**config.mk**
```make
export PLATFORM = sky130hd
export DESIGN_NAME = tceu_fifo
export DESIGN_NICKNAME = d
export VERILOG_FILES = /design/src/rtl/tceu_pkg.sv /design/src/rtl/tceu_fifo.sv
export SDC_FILE = /design/constraint.sdc
export NUM_CORES = 1
export LEC_CHECK = 0
export BUFFER_PORTS_ARGS = -buffer_cell sky130_fd_sc_hd__buf_4
export CORE_MARGIN = 2
export CORE_UTILIZATION = 45
export DETAILED_ROUTE_END_ITERATION = 8
export PLACE_DENSITY = 0.71
export SKIP_LAST_GASP = 1
export SLEW_MARGIN = 20
export SYNTH_ARGS = -nofsm -noshare
export SYNTH_HDL_FRONTEND = slang
export SYNTH_SLANG_ARGS = --single-unit
export TNS_END_PERCENT = 10
```
**constraint.sdc**
```tcl
create_clock -name clk -period 10.59 [get_ports clk]
set_input_delay 1.059 -clock clk [delete_from_list [all_inputs] [get_ports clk]]
set_output_delay 1.059 -clock clk [all_outputs]
set_load 0.05 [all_outputs]
```
**src/rtl/tceu_pkg.sv**
```systemverilog
// ----------------------------------------------------------------------------
// tceu_pkg
// Shared types, codes and defaults of the toy cpu execute unit.
// ----------------------------------------------------------------------------
`default_nettype none

package tceu_pkg;

	// defaults of the top level parameters
	localparam int REG_COUNT_DEF      = 16;
	localparam int DATA_MEM_DEPTH_DEF = 256;
	localparam int DATA_WIDTH_DEF     = 32;

	// depth of the queue between front and back
	localparam int QUEUE_DEPTH = 2;

	// input selector
	localparam logic FUNC_EXEC    = 1'b0;
	localparam logic FUNC_PRELOAD = 1'b1;

	// opcodes
	localparam logic [3:0] OP_LOAD  = 4'h1;
	localparam logic [3:0] OP_STORE = 4'h2;
	localparam logic [3:0] OP_ADD   = 4'h5;
	localparam logic [3:0] OP_SUB   = 4'h6;
	localparam logic [3:0] OP_DIV   = 4'h7;
	localparam logic [3:0] OP_MUL   = 4'h8;

	// result kinds
	localparam logic [1:0] OUT_NONE = 2'd0;
	localparam logic [1:0] OUT_REG  = 2'd1;
	localparam logic [1:0] OUT_MEM  = 2'd2;
	localparam logic [1:0] OUT_DIVZ = 2'd3;

	typedef enum logic [2:0] {
		K_NOP,
		K_PRELOAD,
		K_LOAD,
		K_STORE,
		K_ALU
	} kind_t;

	typedef enum logic [1:0] {
		ALU_ADD,
		ALU_SUB,
		ALU_DIV,
		ALU_MUL
	} alu_t;

	// decoded item handed from front to back
	typedef struct packed {
		kind_t              kind;
		alu_t               alu;
		logic [3:0]         d;
		logic [3:0]         a;
		logic [3:0]         b;
		logic [7:0]         addr;
		logic signed [31:0] value;
		logic               d_ok;
		logic               a_ok;
		logic               b_ok;
		logic               addr_ok;
	} cmd_t;

	// request to the iterative multiply / divide unit
	typedef struct packed {
		logic start;
		logic is_div;
	} md_req_t;

endpackage

`default_nettype wire

```
**src/rtl/tceu_fifo.sv**
```systemverilog
// ----------------------------------------------------------------------------
// tceu_fifo
// Short queue of decoded items between the front and the back.
// ----------------------------------------------------------------------------
`default_nettype none

module tceu_fifo
	import tceu_pkg::*;
(
	input  wire logic clk,
	input  wire logic arst_n,
	input  wire logic in_valid,
	output logic      in_ready,
	input  wire cmd_t in_cmd,
	output logic      out_valid,
	input  wire logic out_ready,
	output cmd_t      out_cmd
);

	localparam int PW = (QUEUE_DEPTH > 1) ? $clog2(QUEUE_DEPTH) : 1;
	localparam int CW = $clog2(QUEUE_DEPTH + 1);

	cmd_t          entry_q [QUEUE_DEPTH];
	logic [PW-1:0] wr_ptr_q;
	logic [PW-1:0] rd_ptr_q;
	logic [CW-1:0] count_q;
	logic          push;
	logic          pop;

	assign in_ready  = count_q != CW'(QUEUE_DEPTH);
	assign out_valid = count_q != '0;
	assign out_cmd   = entry_q[rd_ptr_q];
	assign push      = in_valid && in_ready;
	assign pop       = out_valid && out_ready;

	always_ff @(posedge clk or negedge arst_n) begin
		if (!arst_n) begin
			wr_ptr_q <= '0;
			rd_ptr_q <= '0;
			count_q  <= '0;
		end else begin
			if (push) begin
				wr_ptr_q <= (wr_ptr_q == PW'(QUEUE_DEPTH - 1)) ? '0 : wr_ptr_q + 1'b1;
			end
			if (pop) begin
				rd_ptr_q <= (rd_ptr_q == PW'(QUEUE_DEPTH - 1)) ? '0 : rd_ptr_q + 1'b1;
			end
			if (push && !pop) begin
				count_q <= count_q + 1'b1;
			end else if (pop && !push) begin
				count_q <= count_q - 1'b1;
			end
		end
	end

	always_ff @(posedge clk) begin
		if (push) begin
			entry_q[wr_ptr_q] <= in_cmd;
		end
	end

endmodule

`default_nettype wire

```
==> impl_metrics.toml, run 1 <==
[clock_tree]
cts_resized = 0
clk_root_buffer_cell = "clkbuf_8"
path_clk_slew_ns = 0.05
numCtsBuffers = 17
clock_latency_ns = 0.50
htreeDepth = 4
clock_sinks = 126
postCtsSetupBuffers = 0
cts_tree = "built"
clock_path_buffers = 2
postCtsHoldBufs = 0

[route]
vias = 2356
vias_per_cell = 4.68
ant_nets = 0
remaining_drc_errors = 0
drt-pass1-iter-count = 5
drt_iter0_markers = 157
wl_microns = 7960
avgRoutedWirePerCell_microns = 15.8

[worst_setup_path]
critPathMaxFanout = 41
worstPathRequired_ns = 9.53
setup.worst_path.start_class = "register"
cp-end-kind = "primary output"
worstReg2RegStart = "count_q[0]$_DFFE_PN0P_"
crit_arrival_ns = 2.49
crit_type = "register to primary output"
worstSetupStartpoint = "rd_ptr_q$_DFFE_PN0P_"

[floorplan]
io_pins = 128
start_util_pct = 45.6
die_x_microns = 108
dieArea_sq_um = 11700
chipHeight_microns = 108
num_rows = 38
core_sq_um = 10700

[power_and_ir_drop]
pwr_density_cell_nw_per_um2 = 340
power_mw = 2.21
leakage_nw = 2.64
max-vdd-ir-drop_mv = 0.318

[sta]
final-hold-violation-count = 0
worst_slew_pin_slew_ns = 0.835
final.setup.tns_ns = 0
skew_ns = 0.00716
rsz0062_at_grt = "false"
fmax_mhz = 281
min_period_over_period_pct = 33.6
max-slew-margin-rel_pct = 44.4
drv_slew = 0
period_minus_slack_ns = 3.55
setup_viol = 0

[cells_and_area]
nNetsFinal = 416
syn_to_final_growth_pct = 32.9
final-instance-count-excl-fill = 503
fill_cells = 816
drive_gt1_share_pct = 61.4
antenna_cells = 0

[synthesis]
yosysWarnings = 0
yosysUniqueCellTypes = 15
avgSynthCellArea_sq_um = 23.5
ys_ff_latch = 126
seq_area_frac_synth_pct = 76.9
syn_area_sq_um = 4900
synth_nets = 274
netlist_instances = 208

[grt]
grt_pass1_wl_microns = 12200
antenna_found_initial = 0
grt_max_degree = 62
grt_usage_pct = 14.4
grt_overflow_total = 0
grt_pass1_vias = 2459

[job]
maxCapViolCount = 0

[run_status]
outcome = "finished, final reports clean"

[place]
hpwl_microns = 5010
portBuffers = 127
placedCellCount = 471
gp_congestion = 0.711

[hold_path]
min_path_type = "primary input to async pin"
layer usage:
metal  vias to the layer above  part of all wire, %  global-route usage, %  wire length, microns
li1                       1105                    -                      -                     -
met1                      1155                   38                   15.3                  3030
met2                        82                   53                   25.0                  4220
met3                        14                  6.5                   5.12                   520
met4                         0                  2.3                   7.97                   181
met5                         -                    0                      0                     0
metrics by stage:
stage / util [%] / hold WS [ns] / instance area [sq um] / setup slack [ns]
floorplan: - / 0.456 / 4900 / 6.38
global placement: 55.2 / 0.480 / 5930 / 7.52
detailed placement: 55.2 / 0.484 / 5930 / 7.52
CTS: 60.6 / 0.314 / 6510 / 6.96
global route: 60.6 / 0.311 / 6510 / 6.89
finish: 60.6 / 0.341 / 6510 / 7.04
layout make-up:
class                           instances  area [sq um]  share of cell area [%]
Sequential cell                       126          3770                    57.9
Multi-Input combinational cell         74          1010                    15.5
Inverter                                1          3.75                  0.0577
Clock buffer                           25           494                    7.59
Clock inverter                          7          85.1                    1.31
Tap cell                              140           175                    2.69
Timing Repair Buffer                  130           976                    15.0
cells in the final DEF (no fill, tap or decap):
cell type,instances
dfrtp_1,3
bufinv_16,2
clkbuf_16,16
ha_1,1
dfrtp_4,1
and3_2,1
mux2_2,2
mux2_4,59
xnor2_1,3
edfxtp_1,122
nor2_4,1
nand2b_1,1
clkinv_2,5
or2_1,1
xor2_1,2
buf_4,130
inv_1,1
nor2_1,1
nand2_1,2
clkbuf_8,6
clkbuf_1,3
logic make-up (layout without fill, tap and decap cells):
| kind of cell | Yosys count | in the layout | synth area share [%] |
|---|---|---|---|
| buffers and inverters | 8 | 163 | 2.76 |
| adder cells (fa/ha/maj) | 1 | 1 | 0.255 |
| flip-flops | 126 | 126 | 76.9 |
| multiplexers | 61 | 61 | 18.5 |
| XOR/XNOR | 5 | 5 | 0.894 |
| AND/OR/NAND/NOR | 7 | 7 | 0.690 |
final timing paths:
path,endpoint,depth (start not counted),slack (ns)
setup / recovery,out_cmd[41],3,7.04
hold / removal,count_q[0]$_DFFE_PN0P_,1,0.34
setup reg to reg,entry_q[0][14]$_DFFE_PP_,4,8.68
hold reg to reg,count_q[1]$_DFFE_PN0P_,1,0.49
max in group asynchronous,rd_ptr_q$_DFFE_PN0P_,1,10.13
min in group clk,count_q[1]$_DFFE_PN0P_,1,0.49
flip-flops by register name, summed over array words and instances, names as in the netlist:
name	cells
entry_q	122
count_q	2
rd_ptr_q	1
wr_ptr_q	1
worst max-delay path: stages, from the launching register on:
cell     delay, ns
dfrtp_4       0.68
buf_4         0.66
mux2_2        0.41
buf_4         0.19
cell usage after synthesis:
cell,instances,area [sq um]
nor2_1,2,7.51
dfrtp_1,4,100
nand2b_1,1,6.26
inv_1,1,3.75
xnor2_1,3,26.3
ha_1,1,12.5
or2_1,1,6.26
edfxtp_1,122,3660
and3_1,1,6.26
nand2_1,2,7.51
xor2_1,2,17.5
mux2_2,2,22.5
buf_6,1,11.3
mux2_4,59,886
buf_12,6,120
report_power, final:
group          internal (mW)  total, mW  switching (mW)
registers              0.686      0.738          0.0514
clock network          0.364      0.551           0.187
logic                  0.342      0.924           0.582
Note: power is estimated with default switching activity, not from simulation.
==> inputs of run 2 (changes only) <==
- PLACE_DENSITY: 0.71 -> 0.73
- clock period: 10.59 -> 3 ns (I/O delays scaled with it)
==> run 2 against run 1 <==
Effect of this change:
- sequential share of layout area decreased by 5.5 points
- first-iteration DRC count decreased by 43%
- sequential power increased to 3.5 times the previous value
- count of clock-buffer cells in the layout decreased by 8
- critical path type unchanged
- critical endpoint unchanged
- highest routed layer unchanged
==> impl_metrics.toml, run 2 (synthesis gave the netlist of run 1 again) <==
[run_status]
outcome = "finished, final reports clean"

[clock_tree]
numCtsBuffers = 17
postCtsHoldBufs = 62
path_clk_slew_ns = 0.06
clock_sinks = 126
postCtsSetupBuffers = 0
cts_tree = "built"
htreeDepth = 4
cts_resized = 0
clock_path_buffers = 2
clk_root_buffer_cell = "clkbuf_8"
clock_latency_ns = 0.50

[cells_and_area]
drive_gt1_share_pct = 53.3
final_common_cell = "buf_4"
design_area_sq_um = 7200
antenna_cells = 0
final_cell_mix = "buf_4 (128), edfxtp_1 (122), dlygate4sd3_1 (62)"
reg_top3 = "entry_q x122, count_q x2"
syn_to_final_growth_pct = 47.0
nNetsFinal = 479
largest-register = "entry_q"
largest_reg_flops = 122

[route]
ant_nets = 0
wirelength_met1_microns = 3580
remaining_drc_errors = 0
wl_microns = 8810
route.met3.wl_microns = 407
drt-pass1-iter-count = 6
wl_met2_microns = 4670
drt_iter0_markers = 89
vias_per_cell = 4.62
vias = 2615
top_layer = "met4"
avgRoutedWirePerCell_microns = 15.6

[sta]
fmax_mhz = 429
final-hold-violation-count = 0
worst_slew_pin_slew_ns = 0.680
period_minus_slack_ns = 2.33
setup_viol = 0
final.setup.tns_ns = 0
skew_ns = 0.00681
drv_slew = 0
min_period_over_period_pct = 77.7
rsz0062_at_grt = "false"
max-slew-margin-rel_pct = 54.7

[worst_setup_path]
crit_chain = "buf_12 > mux2_2 > buf_4"
critPathMaxFanout = 33
crit_family = "flip-flops"
worstPathRequired_ns = 2.70
reg2reg_slack_ns = 1.12
slowest_stage = "dfrtp_4"
crit_type = "register to primary output"
crit_arrival_ns = 2.03
setup.worst_path.start_class = "register"
timing.critical_path.buf_inv = 2
cp-end-kind = "primary output"
critical_path.max_stage_delay_ns = 0.63

[floorplan]
core_sq_um = 10700
start_util_pct = 45.6
chipHeight_microns = 108
die_x_microns = 108
dieArea_sq_um = 11700
num_rows = 38
io_pins = 128

[place]
placed_area_sq_um = 5970
hpwl_microns = 5240
gp_congestion = 0.729
portBuffers = 127

[grt]
grt_usage_pct = 15.3
grt_pass1_vias = 2731
grt_pass1_wl_microns = 13100
antenna_found_initial = 0
grt_max_degree = 62
grt_overflow_total = 0

[hold_path]
min_path_type = "primary input to register"

[power_and_ir_drop]
leakage_nw = 2.91
max-vdd-ir-drop_mv = 0.663
pwr_density_cell_nw_per_um2 = 1120

[job]
maxCapViolCount = 0
## run 2: cell types whose count changed in the layout (fill, tap and decap cells not counted), moves of 2 or more
| cell | before | now |
|---|---|---|
| dlygate4sd3_1 | 0 | 62 |
| clkbuf_8 | 6 | 1 |
| clkinv_4 | 0 | 5 |
| clkinv_2 | 5 | 1 |
| buf_12 | 0 | 3 |
| clkbuf_1 | 3 | 0 |
| clkinvlp_4 | 0 | 3 |
| inv_6 | 0 | 3 |
| buf_4 | 130 | 128 |
## run 2: path summary, 6_finish.rpt
path | start | endpoint | depth (start not counted)
setup / recovery | rd_ptr_q$_DFFE_PN0P_ | out_cmd[41] | 3
hold / removal | out_ready | rd_ptr_q$_DFFE_PN0P_ | 3
setup reg to reg | count_q[0]$_DFFE_PN0P_ | entry_q[1][55]$_DFFE_PP_ | 3
hold reg to reg | count_q[1]$_DFFE_PN0P_ | count_q[1]$_DFFE_PN0P_ | 1
max in group asynchronous | arst_n | rd_ptr_q$_DFFE_PN0P_ | 2
min in group asynchronous | arst_n | count_q[0]$_DFFE_PN0P_ | 2
## run 2: worst min-delay path, stage by stage
cell	delay (ns)
buf_4	0.11
nand2_1	0.09
xnor2_1	0.07
## run 2: through the flow
stage	power [mW]	instances	setup WS [ns]	utilization, %	hold slack [ns]
finish	8.03	566	0.668	67.0	0.106
global route	8.33	566	0.576	67.0	0.0822
CTS	8.09	566	0.628	67.0	0.0795
detailed placement	6.00	472	1.10	55.6	0.0998
global placement	5.95	472	1.16	55.6	0.0977
floorplan	5.27	208	0.137	-	0.00441
## run 2: routing by layer
layer	track usage (%)	vias up
met4	7.69	0
met1	17.1	1290
met2	26.7	82
met5	0	-
li1	-	1231
met3	4.58	12
## run 2: cell type report
class	instances	area, sq um
clock buffers	17	414
clock inverters	15	188
fillers	729	3550
inverters	1	3.75
multi-input cells	74	1010
flip-flops and latches	126	3770
well taps	140	175
repair buffers	193	1640
## run 2: power breakdown
part / internal [mW] / leakage, nW / switching [mW]
Sequential: 2.41 / 1.18 / 0.175
Combinational: 1.31 / 1.44 / 2.11
Clock: 1.28 / 0.285 / 0.745
Total: 5.00 / 2.91 / 3.03
