$ cat config.mk
export PLATFORM = sky130hd
export DESIGN_NAME = tceu_front
export DESIGN_NICKNAME = d
export VERILOG_FILES = /design/src/rtl/tceu_pkg.sv /design/src/rtl/tceu_front.sv
export SDC_FILE = /design/constraint.sdc
export NUM_CORES = 1
export LEC_CHECK = 0
export BUFFER_PORTS_ARGS = -buffer_cell sky130_fd_sc_hd__buf_2
export CAP_MARGIN = 15
export CORE_MARGIN = 3
export CORE_UTILIZATION = 25
export DETAILED_ROUTE_END_ITERATION = 7
export RECOVER_POWER = 50
export SLEW_MARGIN = 25
export SYNTH_ARGS = -nofsm -noshare
export SYNTH_HDL_FRONTEND = slang
export SYNTH_SLANG_ARGS = --single-unit
$ cat constraint.sdc
create_clock -name clk -period 2.2 [get_ports clk]
set_input_delay 0.33 -clock clk [delete_from_list [all_inputs] [get_ports clk]]
set_output_delay 0.33 -clock clk [all_outputs]
set_load 0.03 [all_outputs]
$ cat src/rtl/tceu_pkg.sv
// ----------------------------------------------------------------------------
// tceu_pkg
// Shared types, codes and defaults of the toy cpu execute unit.
// ----------------------------------------------------------------------------
`default_nettype none

package tceu_pkg;

	// defaults of the top level parameters
	localparam int REG_COUNT_DEF      = 16;
	localparam int DATA_MEM_DEPTH_DEF = 256;
	localparam int DATA_WIDTH_DEF     = 32;

	// depth of the queue between front and back
	localparam int QUEUE_DEPTH = 2;

	// input selector
	localparam logic FUNC_EXEC    = 1'b0;
	localparam logic FUNC_PRELOAD = 1'b1;

	// opcodes
	localparam logic [3:0] OP_LOAD  = 4'h1;
	localparam logic [3:0] OP_STORE = 4'h2;
	localparam logic [3:0] OP_ADD   = 4'h5;
	localparam logic [3:0] OP_SUB   = 4'h6;
	localparam logic [3:0] OP_DIV   = 4'h7;
	localparam logic [3:0] OP_MUL   = 4'h8;

	// result kinds
	localparam logic [1:0] OUT_NONE = 2'd0;
	localparam logic [1:0] OUT_REG  = 2'd1;
	localparam logic [1:0] OUT_MEM  = 2'd2;
	localparam logic [1:0] OUT_DIVZ = 2'd3;

	typedef enum logic [2:0] {
		K_NOP,
		K_PRELOAD,
		K_LOAD,
		K_STORE,
		K_ALU
	} kind_t;

	typedef enum logic [1:0] {
		ALU_ADD,
		ALU_SUB,
		ALU_DIV,
		ALU_MUL
	} alu_t;

	// decoded item handed from front to back
	typedef struct packed {
		kind_t              kind;
		alu_t               alu;
		logic [3:0]         d;
		logic [3:0]         a;
		logic [3:0]         b;
		logic [7:0]         addr;
		logic signed [31:0] value;
		logic               d_ok;
		logic               a_ok;
		logic               b_ok;
		logic               addr_ok;
	} cmd_t;

	// request to the iterative multiply / divide unit
	typedef struct packed {
		logic start;
		logic is_div;
	} md_req_t;

endpackage

`default_nettype wire

$ cat src/rtl/tceu_front.sv
// ----------------------------------------------------------------------------
// tceu_front
// Accepts items, decodes the instruction word and range checks the indexes.
// ----------------------------------------------------------------------------
`default_nettype none

module tceu_front
	import tceu_pkg::*;
#(
	parameter int REG_COUNT      = REG_COUNT_DEF,
	parameter int DATA_MEM_DEPTH = DATA_MEM_DEPTH_DEF
) (
	input  wire logic        clk,
	input  wire logic        arst_n,
	input  wire logic        s_tvalid,
	output logic             s_tready,
	input  wire logic [55:0] s_tdata,  // instr, load_addr, load_value
	input  wire logic [0:0]  s_tuser,  // func
	output logic             push_valid,
	input  wire logic        push_ready,
	output cmd_t             push_cmd
);

	logic       valid_s1;
	cmd_t       cmd_s1;
	cmd_t       dec;
	logic [3:0] op;
	logic [7:0] la;

	assign op = s_tdata[15:12];
	assign la = s_tdata[23:16];

	always_comb begin
		dec         = '0;
		dec.d       = s_tdata[11:8];
		dec.a       = s_tdata[7:4];
		dec.b       = s_tdata[3:0];
		dec.addr    = s_tdata[7:0];
		dec.value   = signed'(s_tdata[55:24]);
		dec.d_ok    = {1'b0, s_tdata[11:8]} < 5'(REG_COUNT);
		dec.a_ok    = {1'b0, s_tdata[7:4]} < 5'(REG_COUNT);
		dec.b_ok    = {1'b0, s_tdata[3:0]} < 5'(REG_COUNT);
		dec.addr_ok = {1'b0, s_tdata[7:0]} < 9'(DATA_MEM_DEPTH);
		dec.kind    = K_NOP;
		dec.alu     = ALU_ADD;
		if (s_tuser[0] == FUNC_PRELOAD) begin
			dec.kind    = K_PRELOAD;
			dec.addr    = la;
			dec.addr_ok = {1'b0, la} < 9'(DATA_MEM_DEPTH);
		end else begin
			case (op)
				OP_LOAD: begin
					dec.kind = K_LOAD;
				end
				OP_STORE: begin
					dec.kind = K_STORE;
				end
				OP_ADD: begin
					dec.kind = K_ALU;
					dec.alu  = ALU_ADD;
				end
				OP_SUB: begin
					dec.kind = K_ALU;
					dec.alu  = ALU_SUB;
				end
				OP_DIV: begin
					dec.kind = K_ALU;
					dec.alu  = ALU_DIV;
				end
				OP_MUL: begin
					dec.kind = K_ALU;
					dec.alu  = ALU_MUL;
				end
				default: begin
					dec.kind = K_NOP;
				end
			endcase
		end
	end

	assign s_tready   = !valid_s1 || push_ready;
	assign push_valid = valid_s1;
	assign push_cmd   = cmd_s1;

	always_ff @(posedge clk or negedge arst_n) begin
		if (!arst_n) begin
			valid_s1 <= 1'b0;
		end else if (s_tvalid && s_tready) begin
			valid_s1 <= 1'b1;
		end else if (push_ready) begin
			valid_s1 <= 1'b0;
		end
	end

	always_ff @(posedge clk) begin
		if (s_tvalid && s_tready) begin
			cmd_s1 <= dec;
		end
	end

endmodule

`default_nettype wire

==> results of run 1 <==
## metal layers
layer | part of all wire (%) | GRT usage (%) | vias to the layer above
li1 | - | - | 598
met1 | 36 | 9.74 | 600
met2 | 52 | 16.3 | 67
met3 | 8.5 | 2.55 | 11
met4 | 2.9 | 7.93 | 0
met5 | 0 | 0 | -
## stage by stage
stage               cell area [µm²]  std cells
floorplan                      1980         91
global route                   2860        322
CTS                            2910        322
detailed placement             2690        305
finish                         2860        322
global placement               2690        305
## cell usage after synthesis, drive strengths merged
cell type and count:
nand2b 2, nor3b 1, or4b 1, o21ai 1
and2 1, nand3 1, nor4b 1, nor2b 1
xnor2 1, buf 5, nor4 1, mux2 8
a21oi 3, conb 1, dfrtp 1, or2 1
edfxtp 57, nor3 1
## cell type report
| class | count | area, µm² |
|---|---|---|
| clock buffer | 11 | 131 |
| fill | 746 | 4590 |
| timing repair buffer | 121 | 581 |
| tap | 99 | 124 |
| multi-input combinational | 28 | 209 |
| clock inverter | 5 | 78.8 |
| sequential | 58 | 1740 |
## sequential cells by signal (all words and copies together), names as in the netlist
register and flops:
push_valid 1, push_cmd 57
## what timing repair did
item / in CTS / in global routing
setup endpoints to repair: 0 / 0
hold endpoints to repair: 1 / 0
hold buffers: 1 / 0
## worst max-delay path, stage by stage, from the launching register on
cell and delay (ns):
dfrtp_1 0.38, nand2b_1 0.10, buf_2 0.20
## logic make-up (layout without fill, tap and decap cells)
logic type,Yosys count,after routing,share of synthesized area [%]
buf+inv,5,137,1.78
mux,8,8,4.57
xor+xnor,1,1,0.444
flops,58,58,88.1
compound gates,4,4,1.01
simple gates,11,11,3.93
other cells,1,4,0.190
## worst min path at each step
stage                     slack (ns)  cells past startpoint           end         from
after floorplan                 0.03                      0    push_valid       arst_n
after global placement          0.10                      1    push_valid       arst_n
after detailed placement        0.11                      1    push_valid       arst_n
after CTS                       0.15                      1  push_cmd[25]  s_tdata[45]
after global routing            0.15                      1   push_cmd[7]  s_tdata[27]
final                           0.18                      1  push_cmd[35]  s_tdata[55]
## power groups by stage
stage / Clock (mW) / Sequential [mW] / Combinational, mW
floorplan: 0 / 1.45 / 0.0619
global placement: 0 / 1.33 / 0.309
detailed placement: 0 / 1.33 / 0.314
CTS: 1.07 / 1.30 / 0.316
global route: 1.12 / 1.31 / 0.322
finish: 1.03 / 1.30 / 0.300
==> summary.txt, run 1 <==
Power and ir drop
  – Internal power: 2.01 mW
  – Sequential group share of total power: 49.5%
  – Worst vdd rail ir drop: 0.000248 V
  – Sw Pwr: 621 µW
  – Combinational Power Share: 11.4%
  – Clock network fraction of total power: 39.1%
  – Sw Ratio: 23.6%
  – Leak: 1.11 nW
  – Overall power: 2.63 mW
  – Power Density: 921 nW/µm²

Floorplan
  – Die W: 94.8 µm
  – Die Footprint: 8990 µm²
  – # IOs: 124
  – Cell Rows: 31
  – Die Height: 94.8 µm
  – Initial core utilization: 26.5%
  – Core Footprint: 7450 µm²

Clocking
  – Setup Buffers After CTS: 0
  – Worst-Skew Late Latency: 0.32 ns
  – Clock Sinks: 58
  – CTS tree: done
  – Clock-pin transition on the worst setup and hold timing paths: 0.07 ns
  – Post-cts sizing count: 0
  – Num CTS Buffers: 9
  – Clock buffer depth: 2
  – Clk root buf: clkbuf_8
  – H-tree levels: 3

Timing
  – Min Hold Slack: 0.177 ns
  – RSZ-0062 raised after global routing: false
  – Least-Margin Pin Slew: 0.697 ns
  – Fmax: 749 MHz
  – Final setup violation count: 0
  – Hold Fails Final Rpt: 0
  – Max Slew Vio Count: 0
  – Tmin final: 1.33 ns
  – Clock skew: 0.00726 ns
  – Max-slew headroom: 53.5%
  – Fin crit share: 60.7%
  – Final WS setup: 0.865 ns
  – Setup TNS: 0 ns

Route
  – Routed WL per cell: 13.6 µm
  – Router iterations before antenna repair: 4
  – # DRC: 0
  – ANT nets after route: 0
  – Final WL: 4.39 mm
  – DR iter-0 viols: 32
  – Routed vias: 1,276
  – Vias/cell: 3.96

Placement
  – IO buf count: 119
  – Placer Congestion: 0.637
  – HPWL Detailed: 3.25 mm
  – Placement Setup Slack: 0.866 ns

Final layout
  – Layout cells sized above 1: 48.0%
  – Leading cell type in the layout, fill and taps excluded: buf_2
  – Nets: 279
  – Commonest non-fill, non-tap cells in the layout: buf_2, edfxtp_1, clkbuf_1
  – Synthesis-to-finish area growth: 45.1%
  – Final Util: 38.4%
  – N_diodes: 0

Synth
  – Syn_area_per_cell: 22.4 µm²
  – Synth area leaders: edfxtp_1, mux2_2, buf_4
  – Yosys reg bits: 58
  – Synth Instances: 88
  – Register area share after synthesis: 88.1%
  – Area leader, netlist: edfxtp_1
  – Synth unique cells: 19
  – Synth warn: 0
  – Synth Cell Area: 1970 µm²
  – Top-area cell type share of the netlist area: 86.8%

Setup path
  – Setup crit end kind: output port
  – Reg2Reg Depth: 3
  – WP data arrival: 1.00 ns
  – Worst path required time: 1.87 ns
  – FF-to-FF setup slack: 0.93 ns
  – Reg-to-Reg End: push_cmd[41]
  – Crit Path Class: reg2out
  – Largest fanout on the critical path: 3
  – CP startpoint: push_valid
  – Critical Path Source Type: flip-flop
  – Reg-to-Reg Start: push_valid
  – Critical Path End: s_tready

Run
  – Max Cap Violations: 0

Run status
  – Outcome: finished clean

Global route
  – Grt ovf: 0
  – Initial antenna violation count: 0
  – Global Route Usage Sum: 9.56%
  – Vias in the first global route: 1,287
  – Largest net degree at the start of global routing: 58
  – First-pass GRT wire length: 6.16 mm

Worst hold path
  – Worst Hold Class: in2reg
Power figures use the tool's default switching activity.
==> run 2, diff against run 1 <==
==> constraint.sdc (replaced) <==
create_clock -name clk -period 1.4 [get_ports clk]
set_input_delay 0.21 -clock clk [delete_from_list [all_inputs] [get_ports clk]]
set_output_delay 0.21 -clock clk [all_outputs]
set_load 0.03 [all_outputs]
==> run 2 against run 1 <==
Clock skew down 0.0021 ns; power up 49%; critical endpoint unchanged; sequential power increased by 58%; highest routed layer unchanged; register-to-register slack worse by 0.75 ns.
==> summary.txt, run 2 (synthesized netlist as in run 1, its figures left out) <==
Global route
  – Global Route Usage Sum: 9.43% (-0.13 points)
  – Met2 Track Usage GR: 16.4% (+0.18 points)
  – Largest net degree at the start of global routing: 38 (-34%)
  – Vias in the first global route: 1,217 (-5.4%)
  – M3 GR Usage: 2.71% (+0.16 points)
  – GR peak layer: met2
  – Initial antenna violation count: 0 (unchanged)
  – Grt ovf: 0 (unchanged)
  – First-pass GRT wire length: 6.07 mm (-1.6%)
  – Met1 Use GR: 9.38% (-0.35 points)

Setup path
  – Largest fanout on the critical path: 3 (unchanged)
  – Worst path slowest cell: dfrtp_2
  – Crit-path cells: nand2b_1 > buf_2
  – Setup crit end kind: output port
  – Critical path depth in cells: 2 (unchanged)
  – Critical Path Source Type: flip-flop
  – FF-to-FF setup slack: 0.18 ns (-0.75 ns)
  – Reg-to-Reg Start: push_valid
  – WP buf/inv: 1 (unchanged)
  – Crit Path Class: reg2out
  – CP startpoint: push_valid
  – Reg-to-Reg End: push_cmd[49]
  – CP delay by family, top: flip-flops
  – Reg2Reg Depth: 3 (unchanged)
  – Critical Path End: s_tready
  – CP peak stage delay: 0.40 ns (+0.02 ns)
  – Worst path required time: 1.19 ns (-0.68 ns)
  – WP data arrival: 1.03 ns (+0.03 ns)

Floorplan
  – # IOs: 124 (unchanged)
  – Core Footprint: 7450 µm² (unchanged)
  – Die W: 94.8 µm (unchanged)
  – Cell Rows: 31 (unchanged)
  – Initial core utilization: 26.5% (unchanged)
  – Die Footprint: 8990 µm² (unchanged)
  – Die Height: 94.8 µm (unchanged)

Power and ir drop
  – Overall power: 3.93 mW (+49%)
  – Internal power: 2.99 mW (+49%)
  – Combinational Power Share: 12.2% (+0.8 points)
  – Worst vdd rail ir drop: 0.000409 V (+65%)
  – Clock network fraction of total power: 35.7% (-3.4 points)
  – Sequential group share of total power: 52.1% (+2.6 points)
  – Sw Pwr: 940 µW (+51%)
  – Power Density: 1380 nW/µm² (+50%)
  – Sw Ratio: 23.9% (+0.30 points)
  – Leak: 1.11 nW (+0.34%)

Final layout
  – Sequential cell area: 1740 µm² (about the same)
  – Nets: 280 (+0.36%)
  – Final std cells w/o fill: 323 (+0.31%)
  – Final Instance Area: 2850 µm² (-0.31%)
  – N_diodes: 0 (unchanged)
  – Leading cell type in the layout, fill and taps excluded: buf_2
  – Commonest non-fill, non-tap cells in the layout: buf_2, edfxtp_1, clkbuf_1
  – Fillcell total: 746 (unchanged)
  – Synthesis-to-finish area growth: 44.6%
  – Multi-input gate area: 210 µm² (+0.60%)
  – Layout cells sized above 1: 48.2% (+0.23 points)
  – Max reg flops: 57 (unchanged)
  – Final Util: 38.3% (-0.12 points)

Timing
  – Max Slew Vio Count: 0 (unchanged)
  – Fin crit share: 88.9%
  – Setup TNS: 0 ns (unchanged)
  – Max-slew headroom: 55.2% (+1.7 points)
  – Fmax: 803 MHz
  – RSZ-0062 raised after global routing: false
  – Clock skew: 0.00514 ns (-0.00212 ns)
  – Least-Margin Pin Slew: 0.672 ns (-0.0253 ns)
  – Hold Fails Final Rpt: 0 (unchanged)
  – Min Hold Slack: 0.0578 ns (-0.119 ns)
  – Final setup violation count: 0 (unchanged)
  – Tmin final: 1.24 ns
  – Final WS setup: 0.155 ns (-0.710 ns)

Placement
  – IO buf count: 119 (unchanged)
  – Placer Congestion: 0.686 (+7.6%)
  – Placement Setup Slack: 0.192 ns (-0.674 ns)
  – Placement-stage cell area: 2720 µm² (+1.1%)
  – Placed Cells: 306 (+0.33%)
  – HPWL Detailed: 3.32 mm (+2.0%)

Clocking
  – Num CTS Buffers: 9 (unchanged)
  – Clock Sinks: 58 (unchanged)
  – CTS tree: done
  – Clock-pin transition on the worst setup and hold timing paths: 0.06 ns (about the same)
  – H-tree levels: 3 (unchanged)
  – Post-CTS Hold Fix Bufs: 1 (unchanged)
  – Setup Buffers After CTS: 0 (unchanged)
  – Post-cts sizing count: 0 (unchanged)
  – Clk root buf: clkbuf_8
  – Worst-Skew Late Latency: 0.32 ns (about the same)
  – Clock buffer depth: 2 (unchanged)

Route
  – Routed vias: 1,234 (-3.3%)
  – Vias/cell: 3.82 (-3.6%)
  – Router iterations before antenna repair: 4 (unchanged)
  – DR iter-0 viols: 14 (-56%)
  – Routed WL per cell: 13.4 µm (-1.7%)
  – # DRC: 0 (unchanged)
  – Final WL: 4.33 mm (-1.3%)
  – ANT nets after route: 0 (unchanged)

Worst hold path
  – Worst Hold Class: in2reg
  – Worst Hold Depth: 1 (unchanged)

Run status
  – Outcome: finished clean

Run
  – Max Cap Violations: 0 (unchanged)
==> run 2: final cells by class <==
cell class / instances / area share [%]
clock inverters: 3 / 1.40
multi-input cells: 28 / 7.37
repair buffers: 122 / 21.1
well taps: 99 / 4.34
clock buffers: 13 / 4.87
flip-flops and latches: 58 / 60.9
==> run 2: worst min-delay path by stage <==
| stage | start | to | slack (ns) |
|---|---|---|---|
| global route | s_tdata[31] | push_cmd[11] | 0.03 |
| floorplan | arst_n | push_valid | -0.09 |
| global placement | arst_n | push_valid | -0.01 |
| CTS | s_tdata[47] | push_cmd[27] | 0.03 |
| detailed placement | arst_n | push_valid | -0.01 |
| finish | s_tdata[27] | push_cmd[7] | 0.06 |
==> run 2: worst reg2reg max path: cells and delay by family (launching register included) <==
kind	cells	cell delay (ns)
buffers and inverters	1	0.21
flip-flops	1	0.40
AND/OR/NAND/NOR	2	0.28
==> run 2: power by group through the flow <==
stage	clock [mW]	combinational, mW	sequential, mW
6_report	1.40	0.481	2.05
5_1_grt	1.55	0.515	2.06
3_3_place_gp	0	0.499	2.09
3_5_place_dp	0	0.506	2.09
2_1_floorplan	0	0.101	2.28
4_1_cts	1.47	0.509	2.05
==> run 2: routing by layer <==
metal	part of all wire (%)	vias to the layer above
li1	-	600
met1	36	564
met2	54	61
met3	7.8	9
met4	2.1	0
met5	0	-
